`config.mk`:
```
export PLATFORM = sky130hd
export DESIGN_NAME = first_fit_region_allocator_core
export DESIGN_NICKNAME = d
export VERILOG_FILES = /design/src/ffra_pkg.sv /design/src/ffra_ctrl.sv /design/src/ffra_datapath.sv /design/src/first_fit_region_allocator_core.sv
export SDC_FILE = /design/constraint.sdc
export NUM_CORES = 2
export LEC_CHECK = 0
export CAP_MARGIN = 20
export CELL_PAD_IN_SITES_DETAIL_PLACEMENT = 1
export CELL_PAD_IN_SITES_GLOBAL_PLACEMENT = 2
export CORE_UTILIZATION = 52
export DETAILED_ROUTE_END_ITERATION = 10
export DONT_BUFFER_PORTS = 1
export PLACE_DENSITY_LB_ADDON = 0.08
export SLEW_MARGIN = 40
export SYNTH_ARGS = -nofsm -noshare
export SYNTH_HDL_FRONTEND = slang
export SYNTH_HIERARCHICAL = 1
export SYNTH_SLANG_ARGS = --single-unit
```
`constraint.sdc`:
```
create_clock -name clk -period 53.3 [get_ports clk]
set_clock_uncertainty 0.1 [all_clocks]
set_input_delay 2.665 -clock clk [delete_from_list [all_inputs] [get_ports clk]]
set_output_delay 2.665 -clock clk [all_outputs]
set_load 0.005 [all_outputs]
```
`src/ffra_pkg.sv`:
```
package ffra_pkg;

	// Fixed field widths of the stream payloads
	localparam int FIELD_W     = 52;
	localparam int IDX_IN_W    = 4;
	localparam int ALOG_W      = 6;
	localparam int CFG_W       = 5;
	localparam int IN_TDATA_W  = 168;
	localparam int OUT_TDATA_W = 56;

	// Bit offsets of the input fields inside s_axis_tdata
	localparam int OFS_IDX  = 0;
	localparam int OFS_BASE = OFS_IDX + IDX_IN_W;
	localparam int OFS_LEN  = OFS_BASE + FIELD_W;
	localparam int OFS_SIZE = OFS_LEN + FIELD_W;
	localparam int OFS_ALOG = OFS_SIZE + FIELD_W;

	// Command codes carried in s_axis_tuser
	localparam logic CMD_WRITE = 1'b0;
	localparam logic CMD_ALLOC = 1'b1;

	// Result status codes carried in m_axis_tuser
	localparam logic STS_OK   = 1'b0;
	localparam logic STS_FAIL = 1'b1;

	typedef enum logic [1:0] {
		RES_WRITE,
		RES_OK,
		RES_FAIL
	} res_kind_t;

	// Controller to datapath commands
	typedef struct packed {
		logic      capture;
		logic      prep;
		logic      scan_clr;
		logic      rd_en;
		logic      flush;
		logic      entry_wr;
		logic      wb_wr;
		logic      res_load;
		res_kind_t res_kind;
	} ctl_cmd_t;

	// Datapath to controller status
	typedef struct packed {
		logic is_alloc;
		logic bad;
		logic scan_end;
		logic pipe_busy;
		logic hit;
	} ctl_sts_t;

endpackage

```
`src/ffra_ctrl.sv`:
```
module ffra_ctrl
	import ffra_pkg::*;
(
	input  logic     clk,
	input  logic     arst_n,
	input  logic     s_valid,
	output logic     s_ready,
	input  logic     m_ready,
	output logic     m_valid,
	input  ctl_sts_t sts,
	output ctl_cmd_t ctl
);

	typedef enum logic [2:0] {
		ST_IDLE,
		ST_PREP,
		ST_SCAN,
		ST_WB,
		ST_DONE
	} state_t;

	state_t    state_q;
	res_kind_t kind_q;
	logic      m_valid_q;

	assign s_ready = (state_q == ST_IDLE);
	assign m_valid = m_valid_q;

	// Command decode
	always_comb begin
		ctl          = '0;
		ctl.res_kind = kind_q;
		case (state_q)
			ST_IDLE: begin
				ctl.capture = s_valid;
			end
			ST_PREP: begin
				if (sts.is_alloc) begin
					ctl.prep     = 1'b1;
					ctl.scan_clr = 1'b1;
				end else begin
					ctl.entry_wr = 1'b1;
				end
			end
			ST_SCAN: begin
				ctl.rd_en = !sts.bad && !sts.hit && !sts.scan_end;
				ctl.flush = sts.hit;
			end
			ST_WB: begin
				ctl.wb_wr = 1'b1;
			end
			ST_DONE: begin
				ctl.res_load = !m_valid_q || m_ready;
			end
			default: begin
				ctl = '0;
			end
		endcase
	end

	// State, result kind and output valid
	always_ff @(posedge clk or negedge arst_n) begin
		if (!arst_n) begin
			state_q   <= ST_IDLE;
			kind_q    <= RES_WRITE;
			m_valid_q <= 1'b0;
		end else begin
			if (ctl.res_load) begin
				m_valid_q <= 1'b1;
			end else if (m_ready) begin
				m_valid_q <= 1'b0;
			end
			case (state_q)
				ST_IDLE: begin
					if (s_valid) begin
						state_q <= ST_PREP;
					end
				end
				ST_PREP: begin
					if (sts.is_alloc) begin
						state_q <= ST_SCAN;
					end else begin
						kind_q  <= RES_WRITE;
						state_q <= ST_DONE;
					end
				end
				ST_SCAN: begin
					if (sts.bad) begin
						kind_q  <= RES_FAIL;
						state_q <= ST_DONE;
					end else if (sts.hit) begin
						state_q <= ST_WB;
					end else if (sts.scan_end && !sts.pipe_busy) begin
						kind_q  <= RES_FAIL;
						state_q <= ST_DONE;
					end
				end
				ST_WB: begin
					kind_q  <= RES_OK;
					state_q <= ST_DONE;
				end
				ST_DONE: begin
					if (ctl.res_load) begin
						state_q <= ST_IDLE;
					end
				end
				default: begin
					state_q <= ST_IDLE;
				end
			endcase
		end
	end

endmodule

```
`src/ffra_datapath.sv`:
```
module ffra_datapath
	import ffra_pkg::*;
#(
	parameter int MAX_REGIONS = 16,
	parameter int ADDR_BITS   = 52
)
(
	input  logic                clk,
	input  logic                arst_n,
	input  logic                cfg_we,
	input  logic [CFG_W-1:0]    cfg_wdata,
	input  logic                in_cmd,
	input  logic [IDX_IN_W-1:0] in_idx,
	input  logic [FIELD_W-1:0]  in_base,
	input  logic [FIELD_W-1:0]  in_len,
	input  logic [FIELD_W-1:0]  in_size,
	input  logic [ALOG_W-1:0]   in_alog,
	input  ctl_cmd_t            ctl,
	output ctl_sts_t            sts,
	output logic                res_status,
	output logic [FIELD_W-1:0]  res_addr
);

	localparam int A     = ADDR_BITS;
	localparam int IDX_W = (MAX_REGIONS > 1) ? $clog2(MAX_REGIONS) : 1;
	localparam int CNT_W = $clog2(MAX_REGIONS + 1);
	localparam logic [8:0] MAXR9 = 9'(MAX_REGIONS);
	localparam logic [6:0] ABITS7 = 7'(ADDR_BITS);

	// Region table and per-entry valid bits
	logic [A-1:0]           base_mem [MAX_REGIONS];
	logic [A-1:0]           len_mem  [MAX_REGIONS];
	logic [MAX_REGIONS-1:0] valid_q;

	// Configuration and captured transaction
	logic [CFG_W-1:0]    region_count_q;
	logic                cmd_q;
	logic [IDX_IN_W-1:0] idx_q;
	logic [FIELD_W-1:0]  base_in_q;
	logic [FIELD_W-1:0]  len_in_q;
	logic [FIELD_W-1:0]  size_in_q;
	logic [ALOG_W-1:0]   alog_q;

	// Allocation setup
	logic [A-1:0] lowmask_q;
	logic [A-1:0] size_r_q;
	logic         bad_q;

	// Scan counter
	logic [CNT_W-1:0] cnt_q;
	logic [CNT_W-1:0] limit;
	logic [8:0]       cnt9;
	logic [8:0]       lim9;

	// Scan pipeline
	logic             v_s1, v_s2, v_s3;
	logic [IDX_W-1:0] idx_s1, idx_s2, idx_s3;
	logic [A-1:0]     rd_base_s1, rd_len_s1;
	logic             rd_vld_s1;
	logic [A:0]       abase_s2, end_s2;
	logic [A-1:0]     abase_s3;
	logic             ovf_s3;
	logic [A:0]       newend_s3, end_s3;

	// Writeback
	logic [IDX_W-1:0] wb_idx_q;
	logic [A-1:0]     wb_base_q, wb_len_q, wb_addr_q;

	// Combinational helpers
	logic [63:0]      base_in64, len_in64, size_in64, addr64;
	logic [A-1:0]     base_in_a, len_in_a, size_a;
	logic [A-1:0]     mask_next;
	logic [A:0]       size_sum;
	logic [A-1:0]     b1, l1;
	logic [A:0]       len_diff;
	logic             hit;
	logic [8:0]       idx_wide;
	logic             idx_ok;
	logic             wr_en;
	logic [IDX_W-1:0] wr_idx;
	logic [A-1:0]     wr_base, wr_len;
	logic [IDX_W-1:0] rd_idx;

	// Width conversion of the fixed fields to the address width
	assign base_in64 = 64'(base_in_q);
	assign len_in64  = 64'(len_in_q);
	assign size_in64 = 64'(size_in_q);
	assign base_in_a = base_in64[A-1:0];
	assign len_in_a  = len_in64[A-1:0];
	assign size_a    = size_in64[A-1:0];
	assign addr64    = 64'(wb_addr_q);

	// Alignment mask and rounded size
	assign mask_next = ~({A{1'b1}} << alog_q);
	assign size_sum  = ({1'b0, size_a} + {1'b0, mask_next}) & ~{1'b0, mask_next};

	// Scan limit is the register clamped to the table depth
	assign cnt9   = 9'(region_count_q);
	assign lim9   = (cnt9 > MAXR9) ? MAXR9 : cnt9;
	assign limit  = lim9[CNT_W-1:0];
	assign rd_idx = cnt_q[IDX_W-1:0];

	// Entries never written read as zero
	assign b1 = rd_vld_s1 ? rd_base_s1 : '0;
	assign l1 = rd_vld_s1 ? rd_len_s1 : '0;

	// Fit test: aligned end of block must not pass the region end
	assign hit      = v_s3 && !ovf_s3 && (newend_s3 <= end_s3);
	assign len_diff = end_s3 - newend_s3;

	// Table write port: entry load or allocation writeback
	assign idx_wide = 9'(idx_q);
	assign idx_ok   = idx_wide < MAXR9;
	assign wr_en    = (ctl.entry_wr && idx_ok) || ctl.wb_wr;
	assign wr_idx   = ctl.wb_wr ? wb_idx_q : idx_wide[IDX_W-1:0];
	assign wr_base  = ctl.wb_wr ? wb_base_q : base_in_a;
	assign wr_len   = ctl.wb_wr ? wb_len_q : len_in_a;

	assign sts.is_alloc  = (cmd_q == CMD_ALLOC);
	assign sts.bad       = bad_q;
	assign sts.scan_end  = (cnt_q == limit);
	assign sts.pipe_busy = v_s1 || v_s2 || v_s3;
	assign sts.hit       = hit;

	// Control registers
	always_ff @(posedge clk or negedge arst_n) begin
		if (!arst_n) begin
			region_count_q <= '0;
			valid_q        <= '0;
			cnt_q          <= '0;
			v_s1           <= 1'b0;
			v_s2           <= 1'b0;
			v_s3           <= 1'b0;
		end else begin
			if (cfg_we) begin
				region_count_q <= cfg_wdata;
			end
			if (wr_en) begin
				valid_q[wr_idx] <= 1'b1;
			end
			if (ctl.scan_clr) begin
				cnt_q <= '0;
			end else if (ctl.rd_en) begin
				cnt_q <= cnt_q + 1'b1;
			end
			v_s1 <= ctl.rd_en && !ctl.flush;
			v_s2 <= v_s1 && !ctl.flush;
			v_s3 <= v_s2 && !ctl.flush;
		end
	end

	// Region table memory
	always_ff @(posedge clk) begin
		if (wr_en) begin
			base_mem[wr_idx] <= wr_base;
			len_mem[wr_idx]  <= wr_len;
		end
		if (ctl.rd_en) begin
			rd_base_s1 <= base_mem[rd_idx];
			rd_len_s1  <= len_mem[rd_idx];
			rd_vld_s1  <= valid_q[rd_idx];
			idx_s1     <= rd_idx;
		end
	end

	// Transaction capture, setup, scan stages, writeback and result
	always_ff @(posedge clk) begin
		if (ctl.capture) begin
			cmd_q     <= in_cmd;
			idx_q     <= in_idx;
			base_in_q <= in_base;
			len_in_q  <= in_len;
			size_in_q <= in_size;
			alog_q    <= in_alog;
		end
		if (ctl.prep) begin
			lowmask_q <= mask_next;
			size_r_q  <= size_sum[A-1:0];
			bad_q     <= (size_a == '0) || (7'(alog_q) >= ABITS7) || size_sum[A];
		end
		// stage 2: aligned base and region end
		abase_s2 <= ({1'b0, b1} + {1'b0, lowmask_q}) & ~{1'b0, lowmask_q};
		end_s2   <= {1'b0, b1} + {1'b0, l1};
		idx_s2   <= idx_s1;
		// stage 3: end of the granted block
		abase_s3  <= abase_s2[A-1:0];
		ovf_s3    <= abase_s2[A];
		newend_s3 <= {1'b0, abase_s2[A-1:0]} + {1'b0, size_r_q};
		end_s3    <= end_s2;
		idx_s3    <= idx_s2;
		if (hit) begin
			wb_idx_q  <= idx_s3;
			wb_base_q <= newend_s3[A-1:0];
			wb_len_q  <= len_diff[A-1:0];
			wb_addr_q <= abase_s3;
		end
		if (ctl.res_load) begin
			case (ctl.res_kind)
				RES_OK: begin
					res_status <= STS_OK;
					res_addr   <= addr64[FIELD_W-1:0];
				end
				RES_FAIL: begin
					res_status <= STS_FAIL;
					res_addr   <= '0;
				end
				default: begin
					res_status <= STS_OK;
					res_addr   <= '0;
				end
			endcase
		end
	end

endmodule

```
`src/first_fit_region_allocator_core.sv`:
```
// First-fit region allocator.
// Input stream (s_axis): one command per transaction. tuser selects a region
// table write or an allocation; tdata carries the entry index, base, length,
// request size and alignment exponent. Output stream (m_axis): one result per
// command, tuser is the status (set on a failed allocation), tdata the granted
// aligned address (zero on failure or on a write).
// cfg_we/cfg_wdata load the region count used by allocations; write it only
// while no command is in flight.
// An allocation scans the table entries below n, where n is the region
// count clamped to MAX_REGIONS; with n zero it scans nothing, and a bad
// request is rejected before the scan.
// One command is in work at a time; the scan reads one table entry per cycle
// through the single read port of the region table into a three-stage
// compare pipeline. A new command is accepted while the previous result
// still waits.
// Reset clears the region count and marks every table entry empty (reads as
// base 0, length 0). While the receiver stalls the result is held and the
// next result waits inside the block until the output register is taken.
module first_fit_region_allocator_core
	import ffra_pkg::*;
#(
	parameter int MAX_REGIONS = 16,
	parameter int ADDR_BITS   = 52
)
(
	input  logic                   clk,
	input  logic                   arst_n,
	input  logic                   cfg_we,
	input  logic [CFG_W-1:0]       cfg_wdata,     // region_count
	input  logic                   s_axis_tvalid,
	output logic                   s_axis_tready,
	// region_index[3:0], region_base[55:4], region_length[107:56],
	// request_size[159:108], align_log2[165:160], zero pad
	input  logic [IN_TDATA_W-1:0]  s_axis_tdata,
	input  logic [0:0]             s_axis_tuser,  // cmd
	output logic                   m_axis_tvalid,
	input  logic                   m_axis_tready,
	output logic [OUT_TDATA_W-1:0] m_axis_tdata,  // address[51:0], zero pad
	output logic [0:0]             m_axis_tuser   // status
);

	ctl_cmd_t           ctl;
	ctl_sts_t           sts;
	logic               res_status;
	logic [FIELD_W-1:0] res_addr;

	// Controller
	ffra_ctrl u_ctrl (
		.clk     (clk),
		.arst_n  (arst_n),
		.s_valid (s_axis_tvalid),
		.s_ready (s_axis_tready),
		.m_ready (m_axis_tready),
		.m_valid (m_axis_tvalid),
		.sts     (sts),
		.ctl     (ctl)
	);

	// Datapath with region table
	ffra_datapath #(
		.MAX_REGIONS (MAX_REGIONS),
		.ADDR_BITS   (ADDR_BITS)
	) u_dp (
		.clk        (clk),
		.arst_n     (arst_n),
		.cfg_we     (cfg_we),
		.cfg_wdata  (cfg_wdata),
		.in_cmd     (s_axis_tuser[0]),
		.in_idx     (s_axis_tdata[OFS_IDX +: IDX_IN_W]),
		.in_base    (s_axis_tdata[OFS_BASE +: FIELD_W]),
		.in_len     (s_axis_tdata[OFS_LEN +: FIELD_W]),
		.in_size    (s_axis_tdata[OFS_SIZE +: FIELD_W]),
		.in_alog    (s_axis_tdata[OFS_ALOG +: ALOG_W]),
		.ctl        (ctl),
		.sts        (sts),
		.res_status (res_status),
		.res_addr   (res_addr)
	);

	// Result packing
	assign m_axis_tdata = {{(OUT_TDATA_W - FIELD_W){1'b0}}, res_addr};
	assign m_axis_tuser = res_status;

endmodule

```
==> results by group <==
STA
  • Slew headroom: 38.5%
  • PnR worst setup slack: 47180 ps
  • Max Fclk: 163 MHz
  • RSZ-0062 raised after global routing: no
  • Endpoints failing setup: 0
  • Min Tclk post-route: 6120 ps
  • Final slew viol count: 0
  • Setup TNS: 0 ps
  • Min Hold Slack: 222 ps
  • Tightest Pin Transition: 915 ps
  • Hold Vio Cnt, Final: 0
  • Final period util: 11.5%

CTS
  • Post_cts resized: 0
  • Clock buffer depth: 4
  • Post-CTS setup buffer count: 0
  • H-tree levels: 5
  • Clock Tree Root: clkbuf_16
  • Clk sinks: 2566
  • Hold_buf cts: 0
  • Worst-path clk slew: 60 ps
  • CTS tree: built
  • Total CTS buffers: 286
  • Clock Latency Late Sink: 920 ps

Route
  • First-pass detailed-route iteration total: 5
  • Routed Antenna Nets: 0
  • DRT iter0 DRCs: 5360
  • Drt via density: 6.24
  • Post-route DRC: 0
  • DR vias: 57300
  • Final wirelength: 292000 microns
  • WL/cell: 31.8 microns

Die
  • Number of core rows: 165
  • IO Count: 238
  • Die X: 454 microns
  • Die ar.: 206000 sq um
  • Core Region: 203000 sq um
  • Die H: 454 microns
  • Starting Density: 52.5%

Synthesis
  • Post-synth top area share: 63.7%
  • Post-synthesis area per instance: 17.3 sq um
  • Synth async-reset ratio: 1.36%
  • Cell Area, Synth: 106000 sq um
  • Dominant cells by area after synthesis: edfxtp_1, mux4_2, dfxtp_1
  • Mapped Cells: 6157
  • Sequential area share after synthesis: 69.7%
  • EDFF count, synth: 2258
  • Synth Flop Type: edfxtp_1
  • Area leader, netlist: edfxtp_1
  • Synthesized flop and latch total: 2566
  • Distinct cells, synth: 100
  • Synth warn: 6

Cells and area
  • Post-layout net count: 6796
  • Area Overhead vs Synth: 11.8%
  • Finished Cell Area: 119000 sq um
  • Layout cells sized above 1: 18.7%

Place
  • Final HPWL DP: 186000 microns
  • Pre-CTS setup slack: 47230 ps
  • I/O Buffers: 0
  • Area after DPL: 110000 sq um
  • Gpl congestion: 0.870

Worst hold path
  • Hold Crit Class: reg -> reg

Power and ir drop
  • Peak VDD IR: 0.0371 mV
  • Leak: 40.5 nW
  • PD cells: 52.4 nW/um^2
  • Total power: 6.23 mW

Setup path
  • CP most frequent cell: a21oi_1
  • Element type at the critical path end: register
  • Critical-path maximum fanout: 15
  • Crit path cell chain: or2_2 -> nor2_1 -> inv_1 -> nor2_1 -> nand2_1 -> ha_1 -> nand2b_1 -> a21oi_1 -> o21ai_0 -> a21oi_1 -> a211o_1 -> a21oi_1 -> o31ai_2 -> a211o_1 -> a31oi_1 -> mux2_2
  • Crit path launch type: register
  • CP arrival: 6640 ps
  • Critical path class: reg -> reg
  • CP Data Required Time: 53820 ps
  • CP peak stage delay: 650 ps
  • CP max stage cell: edfxtp_1

Global route
  • Largest net degree at the start of global routing: 113
  • Vias in the first global route: 59000
  • Total gr overflow: 0
  • Initial antenna violation count: 15
  • Global-route wire length before repair: 416000 microns
  • GRT Util Overall: 28.4%

Flow run
  • MaxCap Viol Count: 0

Status
  • Status: completed
-- Yosys cell counts (53+ instances only) --
cell	n
clkbuf_1	190
nand2_1	195
nor3_1	53
inv_1	200
edfxtp_1	2258
xnor2_1	141
a21o_1	177
mux2_2	110
ha_1	309
nand3_1	66
o21ai_0	139
xor2_1	88
nor2_1	259
and2_1	180
mux4_2	525
a21oi_1	284
dfxtp_1	273
-- routing by layer --
metal | wire length, microns | GRT usage, % | up-vias | part of all wire (%)
li1 | - | - | 24500 | -
met1 | 126000 | 41.1 | 30200 | 43
met2 | 138000 | 44.9 | 2088 | 47
met3 | 19700 | 4.10 | 479 | 6.7
met4 | 8810 | 8.74 | 4 | 3.0
met5 | 21 | 0 | - | 0.0072
-- worst paths after layout --
check / end / depth (start not counted) / from / slack, ps
max in group asynchronous: u_ctrl/state_q[2] / 0 / arst_n / 51650
min in group asynchronous: u_dp/valid_q[4] / 0 / arst_n / 1330
max: u_dp/size_r_q[48] / 16 / u_dp/alog_q[4] / 47180
max reg2reg: u_dp/size_r_q[48] / 16 / u_dp/alog_q[4] / 47180
min reg2reg: u_dp/end_s3[49] / 0 / u_dp/end_s2[49] / 220
min: u_dp/end_s3[49] / 0 / u_dp/end_s2[49] / 220
-- layout make-up --
cell class	instances	area [sq um]
Multi-Input combinational cell	3148	30700
Antenna cell	1	2.50
Sequential cell	2566	74200
Clock buffer	370	7790
Inverter	201	754
Tap cell	2672	3340
Fill cell	17800	83800
Clock inverter	127	1140
Timing Repair Buffer	100	1070
-- power by group --
group,switching (mW),internal (mW)
clock,0.779,1.12
sequential,0.139,2.54
combinational,0.996,0.663
-- cell usage in the layout, fill, tap and decap left out, drive strengths merged, types with 17 or more instances in the layout --
cell | netlist | layout
a211oi | 32 | 32
a21boi | 18 | 18
a21o | 177 | 177
a21oi | 285 | 285
a31oi | 42 | 42
and2 | 180 | 180
and3 | 33 | 33
buf | 52 | 100
bufinv | 0 | 19
clkbuf | 193 | 370
clkinv | 0 | 85
clkinvlp | 0 | 17
dfrtp | 35 | 35
dfxtp | 273 | 273
edfxtp | 2258 | 2258
ha | 309 | 309
inv | 201 | 207
mux2 | 111 | 111
mux4 | 525 | 525
nand2 | 195 | 195
nand2b | 43 | 43
nand3 | 68 | 68
nand4 | 45 | 45
nor2 | 259 | 259
nor2b | 49 | 49
nor3 | 54 | 54
nor4 | 20 | 20
o211ai | 19 | 19
o21a | 38 | 38
o21ai | 149 | 149
o21bai | 47 | 47
or2 | 28 | 28
or3 | 17 | 17
xnor2 | 141 | 141
xor2 | 88 | 88
-- state kept, by name, indices dropped and copies added, names as in the netlist, 53 cells and up --
register,count
u_dp/abase_s2,53
u_dp/end_s2,53
u_dp/base_mem,832
u_dp/newend_s3,53
u_dp/end_s3,53
u_dp/len_mem,832
-- metrics by stage --
step           instances  utilization (%)
6_report            9185             58.7
5_1_grt             9184             58.7
4_1_cts             9180             58.6
3_5_place_dp        8683             54.2
3_3_place_gp        8674             54.1
2_1_floorplan       6160                -
-- critical path, delay by kind of cell, from the launching register on --
| family | cells | cell delay [ps] |
|---|---|---|
| AOI/OAI and AO/OA | 8 | 2320 |
| and+or+nand+nor | 5 | 1690 |
| DFF | 1 | 650 |
| adders and majority gates | 1 | 460 |
| muxes | 1 | 370 |
| buffers and inverters | 1 | 250 |
-- cell families (layout without fill, tap and decap cells) --
kind of cell               after synthesis  after routing  share of synthesized area [%]
xor gates and xnor gates               229            229                           1.89
adders and majority gates              316            316                           3.75
other                                    1              5                        0.00353
DFF                                   2566           2566                           69.7
buffers and inverters                  446            798                           1.63
AOI/OAI and AO/OA                      930            930                           5.74
muxes                                  640            640                           12.3
and+or+nand+nor                       1029           1029                           4.95
Note: power is estimated with default switching activity, not from simulation.
